$ cat src/rtl/core/fctt_pkg.sv
// ----------------------------------------------------------------------------
// fctt_pkg
// Shared types and constants for the four-channel timer tick unit.
// ----------------------------------------------------------------------------
package fctt_pkg;

  localparam int unsigned NUM_TIMERS  = 4;
  localparam int unsigned COUNT_WIDTH = 16;
  localparam int unsigned SLOT_COUNT  = 4;

  localparam int unsigned SRC_W     = 2;
  localparam int unsigned CMP_VAL_W = 16;
  localparam int unsigned CNT_OUT_W = 16;
  localparam int unsigned IRQ_W     = SLOT_COUNT;
  localparam int unsigned CMP_W     = (COUNT_WIDTH > CMP_VAL_W) ? COUNT_WIDTH : CMP_VAL_W;

  localparam int unsigned CFG_IDX_W  = 3;
  localparam int unsigned CFG_DATA_W = 16;

  localparam int unsigned IN_TDATA_W   = 8;
  localparam int unsigned RES_W        = IRQ_W + SLOT_COUNT * CNT_OUT_W;
  localparam int unsigned OUT_TDATA_W  = ((RES_W + 7) / 8) * 8;

  // mode register bit positions
  localparam int unsigned MODE_SEL_LSB = 0;
  localparam int unsigned MODE_ZR_BIT  = 6;
  localparam int unsigned MODE_EN_BIT  = 7;
  localparam int unsigned MODE_CIRQ_BIT = 8;
  localparam int unsigned MODE_OIRQ_BIT = 9;

  typedef enum logic [CFG_IDX_W-1:0] {
    CFG_MODE_T0 = 3'd0,
    CFG_MODE_T1 = 3'd1,
    CFG_MODE_T2 = 3'd2,
    CFG_MODE_T3 = 3'd3,
    CFG_CMP_T0  = 3'd4,
    CFG_CMP_T1  = 3'd5,
    CFG_CMP_T2  = 3'd6,
    CFG_CMP_T3  = 3'd7
  } cfg_idx_e;

  typedef struct packed {
    logic             oirq;
    logic             cirq;
    logic             en;
    logic             zr;
    logic [SRC_W-1:0] sel;
  } mode_t;

  typedef struct packed {
    logic [SLOT_COUNT-1:0][CNT_OUT_W-1:0] counts;
    logic [IRQ_W-1:0]                     irq;
  } result_t;

endpackage

$ cat src/rtl/core/four_channel_timer_tick_unit.sv
// ----------------------------------------------------------------------------
// four_channel_timer_tick_unit
// Four 16-bit timers advanced by clock-source tick requests.
// ----------------------------------------------------------------------------
// Usage:
//   s_axis carries one tick request per beat; tdata[1:0] names the source
//   (bus, bus/16, bus/256, hblank). Each enabled timer selecting that source
//   counts up by one; compare/overflow interrupts and zero-return apply.
//   m_axis returns one result per request: interrupt flags and all counts.
//   The cfg port writes mode (index 0..3) and compare (4..7) registers;
//   write only while no request is in flight.
// Timing:
//   Counts update in the accept cycle; the result goes to the output register
//   (or to the skid while it is held). One request per cycle while the skid
//   is empty; the only loop is the count register and single increment/compare.
//   A two-entry output buffer (output register plus skid) keeps tready high
//   while one result waits; tready drops only when both entries are full.
// Reset:
//   rst_ni clears counts, registers and the valid flags of both output entries.
// ----------------------------------------------------------------------------
module four_channel_timer_tick_unit (
  input  logic                                clk_i,
  input  logic                                rst_ni,
  input  logic                                s_axis_tvalid,
  output logic                                s_axis_tready,
  input  logic [fctt_pkg::IN_TDATA_W-1:0]     s_axis_tdata,  // [1:0] clock_source
  output logic                                m_axis_tvalid,
  input  logic                                m_axis_tready,
  // irq_flags, count_timer0, count_timer1, count_timer2, count_timer3, zero pad
  output logic [fctt_pkg::OUT_TDATA_W-1:0]    m_axis_tdata,
  input  logic                                cfg_we_i,
  input  logic [fctt_pkg::CFG_IDX_W-1:0]      cfg_idx_i,
  input  logic [fctt_pkg::CFG_DATA_W-1:0]     cfg_wdata_i
);

  fctt_pkg::mode_t [fctt_pkg::SLOT_COUNT-1:0]                          mode_q;
  logic [fctt_pkg::SLOT_COUNT-1:0][fctt_pkg::CMP_VAL_W-1:0]            cmp_q;
  logic [fctt_pkg::SLOT_COUNT-1:0][fctt_pkg::COUNT_WIDTH-1:0]          count_q;
  logic [fctt_pkg::SLOT_COUNT-1:0][fctt_pkg::COUNT_WIDTH-1:0]          count_d;
  logic [fctt_pkg::SLOT_COUNT-1:0][fctt_pkg::CNT_OUT_W-1:0]            res_counts;

  logic [fctt_pkg::SRC_W-1:0] src;
  logic [fctt_pkg::IRQ_W-1:0] irq;
  fctt_pkg::result_t          res;

  fctt_pkg::result_t main_q, main_d, skid_q, skid_d;
  logic              main_vld_q, main_vld_d, skid_vld_q, skid_vld_d;
  logic              push, pop;

  assign src  = s_axis_tdata[fctt_pkg::SRC_W-1:0];
  assign push = s_axis_tvalid && s_axis_tready;
  assign pop  = main_vld_q && m_axis_tready;

  // configuration
  always_ff @(posedge clk_i or negedge rst_ni) begin
    if (!rst_ni) begin
      mode_q <= '0;
      cmp_q  <= '0;
    end else if (cfg_we_i) begin
      unique case (fctt_pkg::cfg_idx_e'(cfg_idx_i))
        fctt_pkg::CFG_MODE_T0, fctt_pkg::CFG_MODE_T1,
        fctt_pkg::CFG_MODE_T2, fctt_pkg::CFG_MODE_T3: begin
          mode_q[cfg_idx_i[1:0]] <= '{
            oirq: cfg_wdata_i[fctt_pkg::MODE_OIRQ_BIT],
            cirq: cfg_wdata_i[fctt_pkg::MODE_CIRQ_BIT],
            en:   cfg_wdata_i[fctt_pkg::MODE_EN_BIT],
            zr:   cfg_wdata_i[fctt_pkg::MODE_ZR_BIT],
            sel:  cfg_wdata_i[fctt_pkg::MODE_SEL_LSB +: fctt_pkg::SRC_W]
          };
        end
        fctt_pkg::CFG_CMP_T0, fctt_pkg::CFG_CMP_T1,
        fctt_pkg::CFG_CMP_T2, fctt_pkg::CFG_CMP_T3: begin
          cmp_q[cfg_idx_i[1:0]] <= cfg_wdata_i[fctt_pkg::CMP_VAL_W-1:0];
        end
        default: ;
      endcase
    end
  end

  // per-timer tick logic
  for (genvar i = 0; i < fctt_pkg::SLOT_COUNT; i++) begin : g_tmr
    if (i < fctt_pkg::NUM_TIMERS) begin : g_on
      logic                            hit, match, wrap;
      logic [fctt_pkg::COUNT_WIDTH-1:0] inc;

      assign hit   = mode_q[i].en && (mode_q[i].sel == src);
      assign inc   = count_q[i] + fctt_pkg::COUNT_WIDTH'(1);
      assign wrap  = (inc == '0);
      assign match = (fctt_pkg::CMP_W'(inc) == fctt_pkg::CMP_W'(cmp_q[i]));

      assign irq[i]     = hit && ((mode_q[i].cirq && match) || (mode_q[i].oirq && wrap));
      assign count_d[i] = !hit ? count_q[i] : ((mode_q[i].zr && match) ? '0 : inc);
      assign res_counts[i] = fctt_pkg::CNT_OUT_W'(count_d[i]);
    end else begin : g_off
      assign irq[i]        = 1'b0;
      assign count_d[i]    = '0;
      assign res_counts[i] = '0;
    end
  end
  assign res = '{counts: res_counts, irq: irq};

  always_ff @(posedge clk_i or negedge rst_ni) begin
    if (!rst_ni) begin
      count_q <= '0;
    end else if (push) begin
      count_q <= count_d;
    end
  end

  // output register plus skid entry
  always_comb begin
    main_d     = main_q;
    main_vld_d = main_vld_q;
    skid_d     = skid_q;
    skid_vld_d = skid_vld_q;
    if (pop) begin
      main_d     = skid_q;
      main_vld_d = skid_vld_q;
      skid_vld_d = 1'b0;
    end
    if (push) begin
      if (!main_vld_q || pop) begin
        main_d     = res;
        main_vld_d = 1'b1;
      end else begin
        skid_d     = res;
        skid_vld_d = 1'b1;
      end
    end
  end

  always_ff @(posedge clk_i or negedge rst_ni) begin
    if (!rst_ni) begin
      main_vld_q <= 1'b0;
      skid_vld_q <= 1'b0;
    end else begin
      main_vld_q <= main_vld_d;
      skid_vld_q <= skid_vld_d;
    end
  end

  always_ff @(posedge clk_i) begin
    main_q <= main_d;
    skid_q <= skid_d;
  end

  assign s_axis_tready = !skid_vld_q;
  assign m_axis_tvalid = main_vld_q;
  assign m_axis_tdata  = fctt_pkg::OUT_TDATA_W'(main_q);

  // assertions
  a_skid_implies_main: assert property (@(posedge clk_i) disable iff (!rst_ni)
    skid_vld_q |-> main_vld_q)
    else $error("skid entry held with empty output register");

  a_drain_empties: assert property (@(posedge clk_i) disable iff (!rst_ni)
    (pop && !skid_vld_q && !push) |=> !main_vld_q)
    else $error("output valid after last result drained");

  a_idle_timer_holds: assert property (@(posedge clk_i) disable iff (!rst_ni)
    (push && !(mode_q[0].en && (mode_q[0].sel == src))) |=> $stable(count_q[0]))
    else $error("timer 0 count moved on a tick it does not select");

  a_no_tick_holds: assert property (@(posedge clk_i) disable iff (!rst_ni)
    (!push && !cfg_we_i) |=> $stable(count_q))
    else $error("counts changed without a tick request");

endmodule

$ cat config.mk
export PLATFORM = sky130hd
export DESIGN_NAME = four_channel_timer_tick_unit
export DESIGN_NICKNAME = d
export VERILOG_FILES = /design/src/rtl/core/fctt_pkg.sv /design/src/rtl/core/four_channel_timer_tick_unit.sv
export SDC_FILE = /design/constraint.sdc
export NUM_CORES = 1
export LEC_CHECK = 0
export BUFFER_PORTS_ARGS = -buffer_cell sky130_fd_sc_hd__buf_2
export CAP_MARGIN = 20
export CORE_ASPECT_RATIO = 1.5
export CORE_MARGIN = 8
export CORE_UTILIZATION = 60
export CTS_CLUSTER_SIZE = 20
export DETAILED_ROUTE_END_ITERATION = 8
export PLACE_DENSITY = 0.79
export SYNTH_ARGS = -nofsm -noshare
export SYNTH_HDL_FRONTEND = slang
export SYNTH_SLANG_ARGS = --single-unit
$ cat constraint.sdc
create_clock -name clk_i -period 4.6 [get_ports clk_i]
set_clock_uncertainty 0.1 [all_clocks]
set_input_delay 0.92 -clock clk_i [delete_from_list [all_inputs] [get_ports clk_i]]
set_output_delay 0.92 -clock clk_i [all_outputs]
set_load 0.05 [all_outputs]
==> results of run 1 <==
[report_power, final]
| group | switching (mW) | total (mW) | leakage (nW) | internal, mW |
|---|---|---|---|---|
| sequential | 0.592 | 3.83 | 3.01 | 3.24 |
| clock | 1.01 | 2.32 | 0.445 | 1.32 |
| combinational | 2.45 | 3.59 | 4.05 | 1.14 |
| total | 4.04 | 9.74 | 7.51 | 5.69 |
[cells in the final DEF, fill, tap and decap left out, drive strengths merged, types with 9 or more instances in the layout]
cell type | netlist | routed
a211oi | 39 | 39
a21o | 18 | 18
a21oi | 75 | 75
a22o | 30 | 30
a2bb2oi | 11 | 11
a31oi | 63 | 63
and2 | 17 | 17
and3 | 63 | 63
and4 | 10 | 10
buf | 53 | 148
clkbuf | 119 | 39
dfrtp | 154 | 154
dfxtp | 68 | 68
edfxtp | 68 | 68
inv | 30 | 31
mux2 | 92 | 92
mux2i | 12 | 12
nand2 | 226 | 226
nand2b | 16 | 16
nand3 | 120 | 120
nand4 | 31 | 31
nor2 | 98 | 98
nor2b | 21 | 21
nor3 | 53 | 53
nor4 | 42 | 42
o21a | 9 | 9
o21ai | 103 | 103
o2bb2ai | 14 | 14
o31ai | 21 | 21
or3 | 23 | 23
or4 | 12 | 12
xnor2 | 57 | 57
xor2 | 20 | 20
[Yosys cell counts (6+ instances only)]
master	number
nand2_1	226
dfrtp_1	154
clkbuf_1	118
nand3_1	117
o21ai_0	98
nor2_1	97
mux2_2	92
a21oi_1	75
dfxtp_1	68
edfxtp_1	68
a31oi_1	63
and3_1	63
xnor2_1	57
nor3_1	51
a211oi_1	39
buf_2	39
nor4_1	35
a22o_1	30
inv_1	30
nand4_1	29
or3_1	23
nor2b_1	21
o31ai_1	21
xor2_1	20
a21o_1	18
and2_1	16
nand2b_1	16
o2bb2ai_1	14
mux2i_1	12
or4_1	11
and4_1	10
a2bb2oi_1	9
o21a_1	9
buf_4	8
ha_1	8
o22ai_1	8
a31o_2	7
o211ai_1	7
a22oi_1	6
buf_1	6
o2111ai_1	6
[how the worst max path moves through the flow]
stage	start	to	slack, ps	cells after the start
after floorplan	m_axis_tready	skid_q[0]	1000	4
after global placement	count_q[16]	skid_q[22]	720	9
after detailed placement	count_q[0]	skid_q[4]	680	10
after CTS	count_q[0]	skid_q[4]	660	10
after global routing	count_q[16]	skid_q[22]	340	9
final	count_q[16]	skid_q[22]	610	9
[cell type report]
cell class | instances | area (um2)
well taps | 390 | 488
flip-flops and latches | 290 | 7260
repair buffers | 148 | 917
fillers | 2365 | 9630
clock buffers | 39 | 793
multi-input cells | 1436 | 9300
inverters | 30 | 113
clock inverters | 13 | 120
[state kept, by name, indices dropped and copies added, names as in the netlist]
signal,flops
m_axis_tdata,68
skid_q,68
cmp_q,64
count_q,64
mode_q,24
m_axis_tvalid,1
skid_vld_q,1
[cells by family after synthesis]
group,share of synthesized area [%]
other,0.0216
and+or+nand+nor,22.8
buffers and inverters,4.83
muxes,6.66
adders and majority gates,0.577
xor gates and xnor gates,4.40
AOI/OAI and AO/OA,19.0
DFF,41.8
[metrics by stage]
step | hold WS (ps) | power (mW) | cells | setup WS (ps) | util (%)
floorplan | 371 | 6.42 | 1928 | 1000 | -
global placement | 392 | 7.34 | 2294 | 718 | 63.2
detailed placement | 400 | 7.44 | 2294 | 677 | 63.2
CTS | 421 | 9.76 | 2346 | 660 | 66.4
global route | 435 | 10.2 | 2346 | 343 | 66.4
finish | 315 | 9.74 | 2346 | 607 | 66.4
[critical path: stages, from the launching register on]
cell	delay, ps
dfrtp_1	610
ha_1	440
and2_1	300
nand2b_1	240
a211o_1	340
a2111o_1	380
nor4_1	490
nand4b_1	470
o21ai_0	270
nand2_1	90
[metal layers]
| layer | up-vias | track usage (%) |
|---|---|---|
| met1 | 7599 | 36.6 |
| met3 | 159 | 3.88 |
| met5 | - | 0 |
| met2 | 602 | 51.2 |
| li1 | 7177 | - |
| met4 | 2 | 14.0 |
==> out/metrics.csv, run 1 <==
metric;value;unit
status;finished, final reports clean;
layout cells sized above 1;16.7;%
Rel. slew slack;31.5;%
post-CTS sizing;0;
r2r setup slk;610;ps
ANT cells;0;
Max FO, Critical Path;11;
Die Y;224;um
post-synthesis cell count;1925;
Final Max Slew Viols;0;
number of global-route vias before repair;14900;
Mapped Area;0.0174;mm2
register area share after synthesis;41.8;%
RSZ-0062 raised after global routing;false;
Top FF cell, synth;dfrtp_1;
fmax;250;MHz
WL final;52600;um
1st-iter DRT viols;1311;
CTS root buf;clkbuf_16;
worst slew pin tran;1030;ps
crit path DAT;4190;ps
total die area;0.0347;mm2
hold crit path type;input port to async pin;
flops & latches, synth;290;
setup TNS;0;ps
Synth async-reset ratio;53.1;%
post-CTS setup buffer count;0;
I/O pins;106;
top cells by area, synth;dfrtp_1 (22%), edfxtp_1 (12%), dfxtp_1 (7.8%), mux2_2 (6.0%), nand2_1 (4.9%);
crit path capture type;register;
DRC errors left;0;
Final #Nets;1974;
core region area;0.0286;mm2
post-DP HPWL;36600;um
antenna viol nets, final;0;
detailed-route via count;15500;
top-area cell type share of the netlist area;22.2;%
Critical Path RT;4800;ps
largest area contributor in the synthesized netlist;dfrtp_1;
Final Cycle Share;86.8;%
Post-synth EDFFs;68;
CTS tree;done;
worst vdd ir;376;uV
initial antenna violation count;1;
initial core utilization;60.7;%
global-route wire length before repair;82900;um
Post-DP Area;0.0181;mm2
hold buffer count at CTS;0;
H-tree levels;1;
Clock Latency Late Sink;560;ps
total track usage;29.8;%
Mapped Avg Cell Area;9.02;um2
CTS max path bufs;3;
Distinct cells, synth;90;
yosys synthesis warning count;0;
largest net degree at the start of global routing;99;
post-route cell area;0.0190;mm2
Pre-antenna DRT Iters;5;
Routability Congestion;0.970;
DR WL met2;25800;um
leakage power;7.51;nW
CTS Buf Count;28;
DR top layer;met5;
die width;155;um
Tmin final;3990;ps
P&R area growth vs syn;9.40;%
PwrDens;513;mW/mm2
Placement Rows;76;
Max Cap Viol;0;
CTS sink cnt;290;
IO Port Bufs;95;
total grt overflow;0;
via-per-instance ratio;6.62;
worst reg2reg startpoint;count_q[16];
wire length per cell;22.4;um
WL met1;21000;um
endpoints failing setup;0;
Final Hold Viols;0;
clk slew on worst S/H paths;60;ps
R2R Path End;skid_q[22];
path depth of the worst reg2reg path;9;
startpoint types;register;
Crit Path Class;register to register;
WL met3;3260;um
(Power assumes the default switching activity.)
==> run 2: changes to the inputs <==
--- a/config.mk
+++ b/config.mk
@@ -9,8 +9,10 @@
 export CAP_MARGIN = 20
+export CELL_PAD_IN_SITES_DETAIL_PLACEMENT = 0
+export CELL_PAD_IN_SITES_GLOBAL_PLACEMENT = 1
 export CORE_ASPECT_RATIO = 1.5
 export CORE_MARGIN = 8
-export CORE_UTILIZATION = 60
+export CORE_UTILIZATION = 48
 export CTS_CLUSTER_SIZE = 20
 export DETAILED_ROUTE_END_ITERATION = 8
-export PLACE_DENSITY = 0.79
+export PLACE_DENSITY_LB_ADDON = 0.1
 export SYNTH_ARGS = -nofsm -noshare
@@ -18 +20,2 @@
 export SYNTH_SLANG_ARGS = --single-unit
+export TNS_END_PERCENT = 5
==> constraint.sdc (replaced) <==
create_clock -name clk_i -period 4.6 [get_ports clk_i]
set_clock_uncertainty 0.1 [all_clocks]
set_input_delay 0.46 -clock clk_i [delete_from_list [all_inputs] [get_ports clk_i]]
set_output_delay 0.46 -clock clk_i [all_outputs]
set_load 0.05 [all_outputs]
==> out/metrics.csv, run 2 (synthesis results as in run 1) <==
metric;value;unit
status;finished, final reports clean;
clk slew on worst S/H paths;60;ps
detailed-route via count;15200;
crit-path max cell delay;660;ps
Post-Place Setup Slack;583;ps
Multi-input gate area;0.00931;mm2
CTS max path bufs;3;
post-CTS sizing;0;
total grt overflow;0;
commonest non-fill, non-tap cells in the layout;nand2_1 (224), dfrtp_1 (153), nand3_1 (117), o21ai_0 (98), nor2_1 (96);
Crit Path Class;register to register;
Critical Path RT;4820;ps
r2r setup slk;600;ps
Post-Layout Cell Count;2436;
Placement Rows;85;
largest net degree at the start of global routing;97;
Tmin final;4000;ps
P&R area growth vs syn;10.7;%
leakage power;7.57;nW
crit path capture type;register;
post-DP HPWL;39400;um
total die area;0.0426;mm2
layout cells sized above 1;17.0;%
crit-path cells;ha_1 > nand4_2 > nor3_1 > nor2_1 > nor3_1 > or4b_4 > nor4_4 > buf_4 > a2bb2oi_2 > nand2_1;
Register Area;0.00726;mm2
hold crit path type;input port to register;
Final #Nets;1975;
RSZ-0062 raised after global routing;false;
PwrDens;520;mW/mm2
worst slew pin tran;1000;ps
Pre-antenna DRT Iters;5;
Final Cycle Share;86.9;%
wire length per cell;22.9;um
antenna viol nets, final;0;
Clock Latency Late Sink;570;ps
final core utilization;53.8;%
post-route cell area;0.0192;mm2
most frequent CP cell;nor3_1;
CTS root buf;clkbuf_16;
WL final;55800;um
global-route wire length before repair;87100;um
Routability Congestion;0.921;
Final Max Slew Viols;0;
H-tree levels;1;
Post-DP Area;0.0182;mm2
CTS sink cnt;290;
fmax;250;MHz
initial antenna violation count;1;
Rel. slew slack;33.1;%
CTS Buf Count;29;
total track usage;26.0;%
Max FO, Critical Path;19;
core region area;0.0357;mm2
Max Cap Viol;0;
Placed Cells;2381;
fill count;3355;
crit path DAT;4220;ps
CTS tree;done;
Final Power;9.99;mW
commonest non-fill, non-tap cell in the layout;nand2_1;
highest-delay cell along the critical path;nor3_1;
I/O pins;106;
DRC errors left;0;
Final Hold Viols;0;
initial core utilization;48.6;%
IO Port Bufs;95;
startpoint types;register;
setup TNS;0;ps
worst vdd ir;412;uV
Die Y;249;um
via-per-instance ratio;6.23;
final worst setup slack;600;ps
number of global-route vias before repair;14800;
worst hold slack;177;ps
1st-iter DRT viols;795;
die width;171;um
endpoints failing setup;0;
run 2: per-layer routing:
| layer | track usage, % | share of wire, % | up-vias |
|---|---|---|---|
| li1 | - | - | 7181 |
| met1 | 33.4 | 42 | 7478 |
| met2 | 44.3 | 50 | 400 |
| met3 | 2.60 | 4.3 | 106 |
| met4 | 9.49 | 3.5 | 0 |
| met5 | 0 | 0 | - |
run 2: cell type report:
type,instances,share of cell area (%)
diodes,1,0.0130
clock buffers,44,4.77
clock inverters,9,0.625
inverters,30,0.586
multi-input cells,1436,48.5
flip-flops and latches,290,37.8
well taps,478,3.11
repair buffers,148,4.66
run 2: power breakdown:
part | switching, mW | leakage, nW | internal [mW]
registers | 0.527 | 3.01 | 3.24
logic | 2.51 | 4.05 | 1.14
clock network | 1.04 | 0.516 | 1.53
run 2: final timing paths:
path | startpoint | to | depth (start not counted)
max in group asynchronous | rst_ni | count_q[10] | 3
max | count_q[0] | skid_q[14] | 10
min reg2reg | mode_q[22] | mode_q[22] | 1
max reg2reg | count_q[0] | skid_q[14] | 10
min | cfg_wdata_i[4] | cmp_q[20] | 2
min in group asynchronous | rst_ni | count_q[40] | 2
run 2: timing repair:
item / in CTS / in global routing
setup endpoints to repair: 0 / 0
buffers inserted: 0 / 0
endpoints found under the hold margin: 94 / 0
hold buffers: 1 / 0
run 2: worst max-delay path: cells and delay by family (launching register included):
kind                     cells  cell delay (ps)
AND/OR/NAND/NOR              7             2180
flip-flops                   1              540
adder cells (fa/ha/maj)      1              400
buffers and inverters        1              330
AO/OA/AOI/OAI                1              190
